==> config.mk <==
export PLATFORM = sky130hd
export DESIGN_NAME = sync_word_frame_extractor
export DESIGN_NICKNAME = d
export VERILOG_FILES = /design/src/sv/swfe_pkg.sv /design/src/sv/sync_word_frame_extractor.sv /design/src/sv/swfe_front.sv /design/src/sv/swfe_queue.sv /design/src/sv/swfe_back.sv
export SDC_FILE = /design/constraint.sdc
export NUM_CORES = 1
export LEC_CHECK = 0
export BUFFER_PORTS_ARGS = -buffer_cell sky130_fd_sc_hd__buf_2
export CAP_MARGIN = 25
export CELL_PAD_IN_SITES_DETAIL_PLACEMENT = 0
export CELL_PAD_IN_SITES_GLOBAL_PLACEMENT = 1
export CORE_ASPECT_RATIO = 1.4
export CORE_MARGIN = 5
export CORE_UTILIZATION = 30
export CTS_CLUSTER_SIZE = 24
export DETAILED_ROUTE_END_ITERATION = 10
export GPL_ROUTABILITY_DRIVEN = 0
export PLACE_DENSITY = 0.49
export SYNTH_ARGS = -nofsm -noshare
export SYNTH_HDL_FRONTEND = slang
export SYNTH_SLANG_ARGS = --single-unit
==> constraint.sdc <==
create_clock -name clk_i -period 27.1 [get_ports clk_i]
set_input_delay 1.355 -clock clk_i [delete_from_list [all_inputs] [get_ports clk_i]]
set_output_delay 1.355 -clock clk_i [all_outputs]
set_load 0.005 [all_outputs]
==> src/sv/swfe_pkg.sv <==
package swfe_pkg;

  // Default geometry of a frame.
  localparam int unsigned SyncLenDef       = 8;
  localparam int unsigned TimeBytesDef     = 4;
  localparam int unsigned MaxValuesDef     = 16;
  localparam int unsigned MaxValueBytesDef = 8;

  // Configuration register layout.
  localparam int unsigned CfgIdxW  = 2;
  localparam int unsigned CfgDataW = 64;

  typedef enum logic [CfgIdxW-1:0] {
    CFG_SYNC_PATTERN     = 2'd0,
    CFG_BYTES_PER_VALUE  = 2'd1,
    CFG_VALUES_PER_FRAME = 2'd2
  } cfg_idx_e;

  localparam logic [3:0] BytesPerValueRst  = 4'd4;
  localparam logic [4:0] ValuesPerFrameRst = 5'd1;

  // Depth of the queue between the parser and the output stage.
  localparam int unsigned QueueDepth = 2;
  localparam int unsigned QueuePtrW  = (QueueDepth > 1) ? $clog2(QueueDepth) : 1;
  localparam int unsigned QueueCntW  = $clog2(QueueDepth + 1);

  typedef struct packed {
    logic [31:0] seconds;
    logic [31:0] microseconds;
    logic [31:0] value;
    logic [3:0]  value_index;
    logic        last_in_frame;
  } result_t;

  // Queue status seen by the two sides.
  typedef struct packed {
    logic full;
    logic empty;
  } queue_status_t;

  // Byte idx of a little-endian word is replaced. Writing byte 0 starts a
  // fresh word, so the upper bytes are cleared; bytes past 3 are dropped.
  function automatic logic [31:0] put_byte(input logic [31:0] word,
                                           input logic [3:0]  idx,
                                           input logic [7:0]  b);
    logic [31:0] res;
    res = word;
    case (idx)
      4'd0:    res = {24'b0, b};
      4'd1:    res[15:8]  = b;
      4'd2:    res[23:16] = b;
      4'd3:    res[31:24] = b;
      default: res = word;
    endcase
    return res;
  endfunction

  function automatic logic [7:0] sync_byte(input logic [CfgDataW-1:0] pattern,
                                           input logic [2:0]          idx);
    return pattern[idx*8 +: 8];
  endfunction

endpackage

==> src/sv/sync_word_frame_extractor.sv <==
// Channel   Direction  Handshake               Payload
// config    in         cfg_we_i                cfg_index_i, cfg_data_i
// input     in         in_valid_i/in_ready_o   data_byte_i
// result    out        out_valid_o/out_ready_i seconds_o, microseconds_o, value_o,
//                                              value_index_o, last_in_frame_o
//
// One byte is taken per cycle while in_ready_o is high; the parser updates its
// counters in the cycle of acceptance, so an item causes no stall of its own.
// A result enters a two-entry queue when its last byte is accepted and then moves
// into the output register, which drives out_valid_o.
// in_ready_o drops only while the queue is full, which needs the output side to hold.
// Reset is asynchronous and active low; the parser returns to sync hunting.
module sync_word_frame_extractor #(
  parameter int unsigned SYNC_LEN        = swfe_pkg::SyncLenDef,
  parameter int unsigned TIME_BYTES      = swfe_pkg::TimeBytesDef,
  parameter int unsigned MAX_VALUES      = swfe_pkg::MaxValuesDef,
  parameter int unsigned MAX_VALUE_BYTES = swfe_pkg::MaxValueBytesDef
) (
  input  logic                          clk_i,
  input  logic                          rst_ni,
  input  logic                          cfg_we_i,
  input  logic [swfe_pkg::CfgIdxW-1:0]  cfg_index_i,
  input  logic [swfe_pkg::CfgDataW-1:0] cfg_data_i,
  input  logic                          in_valid_i,
  output logic                          in_ready_o,
  input  logic [7:0]                    data_byte_i,
  output logic                          out_valid_o,
  input  logic                          out_ready_i,
  output logic [31:0]                   seconds_o,
  output logic [31:0]                   microseconds_o,
  output logic [31:0]                   value_o,
  output logic [3:0]                    value_index_o,
  output logic                          last_in_frame_o
);

  logic                    accept;
  logic                    push;
  logic                    pop;
  swfe_pkg::result_t       result;
  swfe_pkg::result_t       head;
  swfe_pkg::result_t       out_data;
  swfe_pkg::queue_status_t q_status;

  assign in_ready_o = !q_status.full;
  assign accept     = in_valid_i && in_ready_o;

  swfe_front #(
    .SYNC_LEN        (SYNC_LEN),
    .TIME_BYTES      (TIME_BYTES),
    .MAX_VALUES      (MAX_VALUES),
    .MAX_VALUE_BYTES (MAX_VALUE_BYTES)
  ) u_front (
    .clk_i       (clk_i),
    .rst_ni      (rst_ni),
    .cfg_we_i    (cfg_we_i),
    .cfg_index_i (cfg_index_i),
    .cfg_data_i  (cfg_data_i),
    .accept_i    (accept),
    .data_byte_i (data_byte_i),
    .push_o      (push),
    .result_o    (result)
  );

  swfe_queue u_queue (
    .clk_i    (clk_i),
    .rst_ni   (rst_ni),
    .push_i   (push),
    .data_i   (result),
    .pop_i    (pop),
    .data_o   (head),
    .status_o (q_status)
  );

  swfe_back u_back (
    .clk_i       (clk_i),
    .rst_ni      (rst_ni),
    .head_i      (head),
    .status_i    (q_status),
    .pop_o       (pop),
    .out_valid_o (out_valid_o),
    .out_ready_i (out_ready_i),
    .out_o       (out_data)
  );

  assign seconds_o       = out_data.seconds;
  assign microseconds_o  = out_data.microseconds;
  assign value_o         = out_data.value;
  assign value_index_o   = out_data.value_index;
  assign last_in_frame_o = out_data.last_in_frame;

endmodule

==> src/sv/swfe_front.sv <==
module swfe_front #(
  parameter int unsigned SYNC_LEN        = swfe_pkg::SyncLenDef,
  parameter int unsigned TIME_BYTES      = swfe_pkg::TimeBytesDef,
  parameter int unsigned MAX_VALUES      = swfe_pkg::MaxValuesDef,
  parameter int unsigned MAX_VALUE_BYTES = swfe_pkg::MaxValueBytesDef
) (
  input  logic                          clk_i,
  input  logic                          rst_ni,
  input  logic                          cfg_we_i,
  input  logic [swfe_pkg::CfgIdxW-1:0]  cfg_index_i,
  input  logic [swfe_pkg::CfgDataW-1:0] cfg_data_i,
  input  logic                          accept_i,
  input  logic [7:0]                    data_byte_i,
  output logic                          push_o,
  output swfe_pkg::result_t             result_o
);

  localparam int unsigned TsStart = SYNC_LEN;
  localparam int unsigned UsStart = SYNC_LEN + TIME_BYTES;
  localparam int unsigned DataPos = SYNC_LEN + 2 * TIME_BYTES;
  localparam int unsigned PosW    = $clog2(DataPos + 1);
  localparam int unsigned VcntW   = (MAX_VALUES > 1) ? $clog2(MAX_VALUES) : 1;

  logic [swfe_pkg::CfgDataW-1:0] sync_q;
  logic [3:0]                    bpv_q;
  logic [4:0]                    vpf_q;

  logic [PosW-1:0]  pos_q, pos_d;
  logic [2:0]       biv_q, biv_d;
  logic [VcntW-1:0] vcnt_q, vcnt_d;
  logic [31:0]      sec_q, sec_d;
  logic [31:0]      usec_q, usec_d;
  logic [31:0]      acc_q, acc_d;

  logic [7:0]      pos8;
  logic [PosW-1:0] ts_off, us_off;
  logic [3:0]      bpv_eff;
  logic [6:0]      vpf_eff;
  logic [6:0]      vcnt7;
  logic            value_done;
  logic            frame_last;

  // Configuration registers.
  always_ff @(posedge clk_i or negedge rst_ni) begin
    if (!rst_ni) begin
      sync_q <= '0;
      bpv_q  <= swfe_pkg::BytesPerValueRst;
      vpf_q  <= swfe_pkg::ValuesPerFrameRst;
    end else if (cfg_we_i) begin
      case (cfg_index_i)
        swfe_pkg::CFG_SYNC_PATTERN:     sync_q <= cfg_data_i;
        swfe_pkg::CFG_BYTES_PER_VALUE:  bpv_q  <= cfg_data_i[3:0];
        swfe_pkg::CFG_VALUES_PER_FRAME: vpf_q  <= cfg_data_i[4:0];
        default: ;
      endcase
    end
  end

  always_comb begin
    if (bpv_q == 4'd0) begin
      bpv_eff = 4'd1;
    end else if (bpv_q > 4'(MAX_VALUE_BYTES)) begin
      bpv_eff = 4'(MAX_VALUE_BYTES);
    end else begin
      bpv_eff = bpv_q;
    end
    if (vpf_q == 5'd0) begin
      vpf_eff = 7'd1;
    end else if (7'(vpf_q) > 7'(MAX_VALUES)) begin
      vpf_eff = 7'(MAX_VALUES);
    end else begin
      vpf_eff = 7'(vpf_q);
    end
  end

  assign pos8       = 8'(pos_q);
  assign ts_off     = pos_q - PosW'(TsStart);
  assign us_off     = pos_q - PosW'(UsStart);
  assign vcnt7      = 7'(vcnt_q);
  assign acc_d      = swfe_pkg::put_byte(acc_q, {1'b0, biv_q}, data_byte_i);
  assign value_done = ({1'b0, biv_q} + 4'd1) >= bpv_eff;
  assign frame_last = (vcnt7 + 7'd1) >= vpf_eff;

  always_comb begin
    pos_d  = pos_q;
    biv_d  = biv_q;
    vcnt_d = vcnt_q;
    sec_d  = sec_q;
    usec_d = usec_q;
    push_o = 1'b0;
    if (accept_i) begin
      if (pos_q < PosW'(TsStart)) begin
        // Hunting: a mismatching byte may still open a new attempt.
        if (data_byte_i == swfe_pkg::sync_byte(sync_q, pos8[2:0])) begin
          pos_d = pos_q + PosW'(1);
        end else if (data_byte_i == swfe_pkg::sync_byte(sync_q, 3'd0)) begin
          pos_d = PosW'(1);
        end else begin
          pos_d = '0;
        end
      end else if (pos_q < PosW'(UsStart)) begin
        sec_d = swfe_pkg::put_byte(sec_q, 4'(ts_off[1:0]), data_byte_i);
        pos_d = pos_q + PosW'(1);
      end else if (pos_q < PosW'(DataPos)) begin
        usec_d = swfe_pkg::put_byte(usec_q, 4'(us_off[1:0]), data_byte_i);
        pos_d  = pos_q + PosW'(1);
        if (pos_q == PosW'(DataPos - 1)) begin
          biv_d  = '0;
          vcnt_d = '0;
        end
      end else if (!value_done) begin
        biv_d = biv_q + 3'd1;
      end else begin
        push_o = 1'b1;
        biv_d  = '0;
        if (frame_last) begin
          vcnt_d = '0;
          pos_d  = '0;
        end else begin
          vcnt_d = vcnt_q + VcntW'(1);
        end
      end
    end
  end

  always_ff @(posedge clk_i or negedge rst_ni) begin
    if (!rst_ni) begin
      pos_q  <= '0;
      biv_q  <= '0;
      vcnt_q <= '0;
    end else begin
      pos_q  <= pos_d;
      biv_q  <= biv_d;
      vcnt_q <= vcnt_d;
    end
  end

  always_ff @(posedge clk_i) begin
    sec_q  <= sec_d;
    usec_q <= usec_d;
    if (accept_i && pos_q >= PosW'(DataPos)) begin
      acc_q <= acc_d;
    end
  end

  assign result_o.seconds       = sec_q;
  assign result_o.microseconds  = usec_q;
  assign result_o.value         = acc_d;
  assign result_o.value_index   = vcnt7[3:0];
  assign result_o.last_in_frame = frame_last;

endmodule

==> src/sv/swfe_queue.sv <==
module swfe_queue (
  input  logic                    clk_i,
  input  logic                    rst_ni,
  input  logic                    push_i,
  input  swfe_pkg::result_t       data_i,
  input  logic                    pop_i,
  output swfe_pkg::result_t       data_o,
  output swfe_pkg::queue_status_t status_o
);

  localparam int unsigned PtrW = swfe_pkg::QueuePtrW;
  localparam int unsigned CntW = swfe_pkg::QueueCntW;

  swfe_pkg::result_t mem_q [swfe_pkg::QueueDepth];
  logic [PtrW-1:0]   wr_ptr_q, rd_ptr_q;
  logic [CntW-1:0]   cnt_q;

  function automatic logic [PtrW-1:0] ptr_inc(input logic [PtrW-1:0] p);
    return (p == PtrW'(swfe_pkg::QueueDepth - 1)) ? '0 : p + PtrW'(1);
  endfunction

  always_ff @(posedge clk_i or negedge rst_ni) begin
    if (!rst_ni) begin
      wr_ptr_q <= '0;
      rd_ptr_q <= '0;
      cnt_q    <= '0;
    end else begin
      if (push_i) begin
        wr_ptr_q <= ptr_inc(wr_ptr_q);
      end
      if (pop_i) begin
        rd_ptr_q <= ptr_inc(rd_ptr_q);
      end
      if (push_i && !pop_i) begin
        cnt_q <= cnt_q + CntW'(1);
      end else if (pop_i && !push_i) begin
        cnt_q <= cnt_q - CntW'(1);
      end
    end
  end

  always_ff @(posedge clk_i) begin
    if (push_i) begin
      mem_q[wr_ptr_q] <= data_i;
    end
  end

  assign data_o         = mem_q[rd_ptr_q];
  assign status_o.full  = (cnt_q == CntW'(swfe_pkg::QueueDepth));
  assign status_o.empty = (cnt_q == '0);

endmodule

==> src/sv/swfe_back.sv <==
module swfe_back (
  input  logic                    clk_i,
  input  logic                    rst_ni,
  input  swfe_pkg::result_t       head_i,
  input  swfe_pkg::queue_status_t status_i,
  output logic                    pop_o,
  output logic                    out_valid_o,
  input  logic                    out_ready_i,
  output swfe_pkg::result_t       out_o
);

  logic              valid_q;
  swfe_pkg::result_t data_q;

  // The output register refills whenever it is empty or being drained.
  assign pop_o = !status_i.empty && (!valid_q || out_ready_i);

  always_ff @(posedge clk_i or negedge rst_ni) begin
    if (!rst_ni) begin
      valid_q <= 1'b0;
    end else if (!valid_q || out_ready_i) begin
      valid_q <= !status_i.empty;
    end
  end

  always_ff @(posedge clk_i) begin
    if (pop_o) begin
      data_q <= head_i;
    end
  end

  assign out_valid_o = valid_q;
  assign out_o       = data_q;

endmodule

* Yosys cells after proc, flatten, opt, wreduce, memory -nomap -nowiden *
Memory sizes are Yosys's and may differ from the RTL's. A register that Yosys moved wholly into a read port is not among the register bits.
Cells that the tools add are included.

word-level totals
  word-level logic and storage cells = 139
  flip-flop bits (word level) = 186
  input port bits = 79
  bits in writable memories = 202
  memories kept = 1

memories
  memory         words  width  read ports  clocked after memory_dff  wr ports  line              text
  u_queue.mem_q  2      101    1           1                         1         swfe_queue.sv:14  swfe_pkg::result_t mem_q [swfe_pkg::QueueDepth];

cells by class
  equal/unequal tests = 16
  magnitude comparators = 8
  bitwise operators = 2
  reductions and logical operators = 42
  muxes and demuxes = 39
  add/subtract/negate cells = 11
  shifts and indexed selects = 1

operator list
  cell                   number
  $pmux W8 S2            9
  $shiftx A64 B7 Y8      1
  $mux W5                7
  $reduce_and A5 Y1      5
  $mux W4                6
  $reduce_and A4 Y1      5
  $eq A8 B8 Y1           2
  $reduce_bool A2 Y1     8
  $eq A2 B2 Y1 const B   6
  $lt A5 B4 Y1 const B   2
  $mux W1                10
  $mux W3                3
  $logic_not A2 Y1       4
  $mux W8                1
  $reduce_bool A4 Y1     2
  $ge A7 B7 Y1           1
  $mux W7                1
  $eq A2 B1 Y1 const B   3
  $eq A3 B2 Y1 const B   2
  $reduce_and A2 Y1      3
  $sub A2 B1 Y2 const B  3
  $add A4 B1 Y5 const B  1
  $add A5 B1 Y5 const B  1
  $eq A5 B4 Y1 const B   1
  other kinds (21)       32

* Logic depth before layout (Yosys ltp) *
  word-level depth = 13
  depth in mapped cells = 13
  gate-level depth less buffers = 13

* Cells and area by module *
Synthesis repeated with hierarchy kept, for this count alone.

unflattened totals
  cell total of the unflattened synthesis = 1005
  area total of the unflattened synthesis = 18997.0 um2

by module, submodules not included
  module                     area an instance (um2)  cells an instance  times used  sequential area each (um2)
  swfe_front                 8106.5                  567                1           5012.3
  swfe_queue                 7797.5                  330                1           6165.9
  swfe_back                  3083.0                  106                1           3057.9
  sync_word_frame_extractor  10.0                    2                  1           0.0

* Worst setup path before layout *
Ideal clock, no wire load.

  kind = input to register
  start point = in in_valid_i
  end point = mem u_queue.mem_q[0][0] (netlist name), enable pin
  path slack = 17816 ps
  stages = 3
  arrival = 8599 ps
  library setup time = 684 ps
  buffers on the path = 0
  path through = and2_1 > nand2_1 > nor3_1

on the way
  cells in the longest elaborated chain, start to end = 4

ends and longest elaborated chain
  what                           line                             text
  start, declared                sync_word_frame_extractor.sv:24  input logic in_valid_i,
  $logic_and A1 B1 Y1            sync_word_frame_extractor.sv:45  assign accept = in_valid_i && in_ready_o;
  $mux W1                        swfe_front.sv:91                 if (accept_i) begin
  $mux W1                        swfe_queue.sv:43                 if (push_i) begin
  $mux W1 (not written as such)  swfe_queue.sv:44                 mem_q[wr_ptr_q] <= data_i;
  end, declared                  swfe_queue.sv:14

Every way passes these cells.

* Worst setup path after layout *
  start point = reg u_front.biv_q[0]
  end point = mem u_queue.mem_q[1][86] (netlist name), enable pin

on the way
  cells in the longest elaborated chain, start to end = 9

ends and longest elaborated chain
  what                           line               text
  start, declared                swfe_front.sv:29   logic [2:0] biv_q, biv_d;
  start signal, assigned         swfe_front.sv:133  biv_q <= biv_d;
  $add A3 B1 Y4                  swfe_front.sv:81   assign value_done = ({1'b0, biv_q} + 4'd1) >= bpv_eff;
  $ge A4 B4 Y1                   swfe_front.sv:81
  $mux W1                        swfe_front.sv:111  end else if (!value_done) begin
  $mux W1                        swfe_front.sv:104  end else if (pos_q < PosW'(DataPos)) begin
  $mux W1                        swfe_front.sv:101  end else if (pos_q < PosW'(UsStart)) begin
  $mux W1                        swfe_front.sv:92   if (pos_q < PosW'(TsStart)) begin
  $mux W1                        swfe_front.sv:91
  $mux W1                        swfe_queue.sv:43
  $mux W1 (not written as such)  swfe_queue.sv:44

Every way passes these cells.

==> results.md <==
- Status: completed
- Maximum VDD drop: 0.04639 mV
- Syn Inst Count: around 1000
- Final HPWL from detailed placement: 28.21 mm
- Post-CTS setup buffer count: 0
- Vias per std cell: 4.401
- Critical Path Slowest Stage Cell: and3_4
- Psw: 0.0003340 W
- Slowest cell delay on critical path: 0.82 ns
- Final ANT Viol Nets: 0
- Slew margin rel.: 41.15%
- Sw frac: 20.70%
- Worst Clk Skew: 0.01621 ns
- Clock Sinks: around 500
- CORE AREA: 61750 um2
- # DRC: 0
- Total I/O pin count: approximately 180
- Final setup vio count: 0
- Maximum clock frequency: between 0.2 and 0.3 GHz
- Min-Delay Startpoint: u_front.usec_q[4]$_DFFE_PP_
- Die W: 220.3 um
- Maximum root-to-sink buffer count: 3
- Post-route setup TNS: 0 ns
- H-tree depth: 2
- Data arrival time of the worst path: 3.90 ns
- Mux cell area share after synthesis: 12.81%
- 1st-iter DRT viols: between 400 and 500
- Largest family of logic cells by synthesized area: multiplexers
- Tightest Pin Transition: 0.8827 ns
- Xor/xnor share of the synthesized area: 0.7544%
- GR Overflow Total: 0
- Synth cell types: 47
- Fin crit period: approximately 3.7 ns
- Synth top area cells: edfxtp_1, dfrtp_1, mux2_2
- TritonCTS clock tree: yes
- First-pass detailed-route iteration total: 4
- CP Data Required Time: 27.31 ns
- Tot GR Track Use: 12.84%
- Crit Path Category: flop to flop
- Mean Syn Cell Area: 18.02 um2
- Sequential power share: 51.9%
- Final core utilization: 35.91%
- Clk_lat worst skew: a little under 0.6 ns
- P per Cell Area: 72.76 nW/um2
- Share of post-route cells with drive strength above 1: 36.38%
- Hold_buf cts: 0
- Syn_nets: 1132
- Vias: 9277
- Comb pwr share: 4.1%
- Non-Filler Instances: 2108
- Crit-path most repeated cell: ha_1
- Synth Area in Compound Gates: under 10%
- TritonCTS Buffers: 49
- Final Cycle Share: 13.61%
- #FFs+latches synth: 489
- Top cell type's share of synthesized area: 64.50%
- LEAKAGE: about 7.2 nW
- Layout Nets: 1341
- First-pass GRT wire length: about 65 mm
- Hold crit path type: flop to flop
- Final WL: 43.05 mm
- Kind of start point of the critical path: flop
- Syn-to-layout area delta: 19.38%
- Buffers on Ports: 181
- Post-synthesis simple-gate area fraction: 4.075%
- Clock slew at reported path FFs: 0.06 ns
- Critical Path Fanout Max: 54
- WL/cell: 20.42 um
- Max-cap viol count: 0
- Max-slew violation count: 0
- Synth Flop Type: edfxtp_1
- Largest net degree at the start of global routing: 65
- Critical path endpoint category: flop
- Post-CTS Resized: 0
- Die Height: 304.4 um
- Post-synthesis adder-cell area fraction: approximately 1.5%
- Commonest non-fill, non-tap cell in the layout: edfxtp_1
- Internal power: 0.001280 W
- Mapped Area: around 19000 um2
- # rows: 108
- Critical-path cell list: inv_1 > ha_1 > ha_1 > a21o_1 > a211o_1 > and2_0 > and3_4 > buf_4
- Initial core utilization: 30.08%
- Unrepaired setup endpoints after global routing: no
- Post-synth top area cell: edfxtp_1
- Hold Worst Slack: 0.4458 ns
- Clock power frac: between 40% and 50%
- Ys async rst share: 18.40%
- Crit path from: u_front.biv_q[0]$_DFFE_PN0P_
- Worst R2R Start: u_front.biv_q[0]$_DFFE_PN0P_
- Synth warn: 0
- Die ar.: 67070 um2
- Number of global-route vias before repair: 9951
- CTS root buffer: clkbuf_16
- Placed instance count: 2014
- Post-synth EDFFs: 399
- Final hold vios: 0
- Register area share after synthesis: roughly 77%
- Commonest non-fill, non-tap cells in the layout: edfxtp_1, mux2_2, buf_2
- Initial antenna violation count: 2
==> sequential cells by signal (all words and copies together) (netlist names), 2 cells and up <==
register,flops
u_queue.mem_q,202
u_back.out_o,101
u_front.sync_q,64
u_front.acc_q,32
u_front.sec_q,32
u_front.usec_q,32
u_front.pos_q,5
u_front.vpf_q,5
u_front.bpv_q,4
u_front.vcnt_q,4
u_front.biv_q,3
u_queue.cnt_q,2
==> critical path: cells and delay by family (launching register included) <==
family | cells | cell delay, ns
AND/OR/NAND/NOR | 2 | 1.11
buffers and inverters | 2 | 0.82
adder cells (fa/ha/maj) | 2 | 0.63
flip-flops | 1 | 0.45
AO/OA/AOI/OAI | 2 | 0.25
==> Yosys cell counts (all sizes together), types with 3 or more instances <==
library cell / instances
buf: 9
a22o: 14
nor2b: 3
ha: 22
nand2b: 4
clkbuf: 33
a31oi: 6
xnor2: 6
edfxtp: 399
and3: 7
mux2: 182
or3: 4
xor2: 10
nor4: 3
dfrtp: 88
inv: 15
mux2i: 33
nand2: 52
a21oi: 9
nor3: 7
a22oi: 9
o21ai: 28
nor2: 25
and2: 27
nand3: 12
a21o: 3
==> kinds of logic (layout without fill, tap and decap cells) <==
group | Yosys count | in the layout
AO/OA/AOI/OAI | 80 | 80
XOR/XNOR | 16 | 16
adder cells (fa/ha/maj) | 22 | 22
buffers and inverters | 57 | 307
flip-flops | 489 | 489
multiplexers | 215 | 215
other | 0 | 2
AND/OR/NAND/NOR | 152 | 152
==> power by group through the flow <==
stage          combinational (W)  clock, W  sequential (W)
2_1_floorplan          0.0000441         0        0.000849
3_3_place_gp           0.0000674         0        0.000853
3_5_place_dp           0.0000686         0        0.000854
4_1_cts                0.0000688  0.000736        0.000838
5_1_grt                0.0000745  0.000765        0.000840
6_report               0.0000666  0.000709        0.000838
==> worst paths after layout <==
check | slack (ns) | cells past startpoint | to
max in group asynchronous | 25.16 | 2 | u_queue.rd_ptr_q$_DFFE_PN0P_
worst max register to register | 23.41 | 8 | u_queue.mem_q[1][86]$_DFFE_PP_
worst min register to register | 0.45 | 0 | u_queue.mem_q[0][41]$_DFFE_PP_
worst max-delay path | 23.41 | 8 | u_queue.mem_q[1][86]$_DFFE_PP_
min in group asynchronous | 0.74 | 1 | u_front.sync_q[16]$_DFFE_PN0P_
worst min-delay path | 0.45 | 0 | u_queue.mem_q[0][41]$_DFFE_PP_
==> per-stage QoR <==
step | cell area, um2 | power [W] | setup slack [ns]
after floorplan | 18580 | 0.0008931 | 17.82
after global placement | 20450 | 0.0009207 | 23.19
after detailed placement | 20490 | 0.0009223 | 23.17
after CTS | 22170 | 0.001643 | 23.30
after global routing | 22170 | 0.001680 | 23.10
final | 22180 | 0.001614 | 23.41
==> per-layer routing <==
metal | GRT usage [%] | part of all wire, % | vias up
met1 | 16.04 | 41 | 4696
met5 | 0 | 0.049 | -
met2 | 22.67 | 53 | 166
met3 | 2.458 | 4.0 | 68
li1 | - | - | 4343
met4 | 3.412 | 2.2 | 4
==> layout make-up <==
| type | count | area [um2] |
|---|---|---|
| fill | 5937 | 39580 |
| sequential | 489 | 14240 |
| multi-input combinational | 485 | 4095 |
| clock buffer | 67 | 1325 |
| timing repair buffer | 200 | 1066 |
| tap | 825 | 1032 |
| clock inverter | 25 | 354.1 |
| inverter | 15 | 58.81 |
| antenna | 2 | 5.005 |
Power figures use the tool's default switching activity.
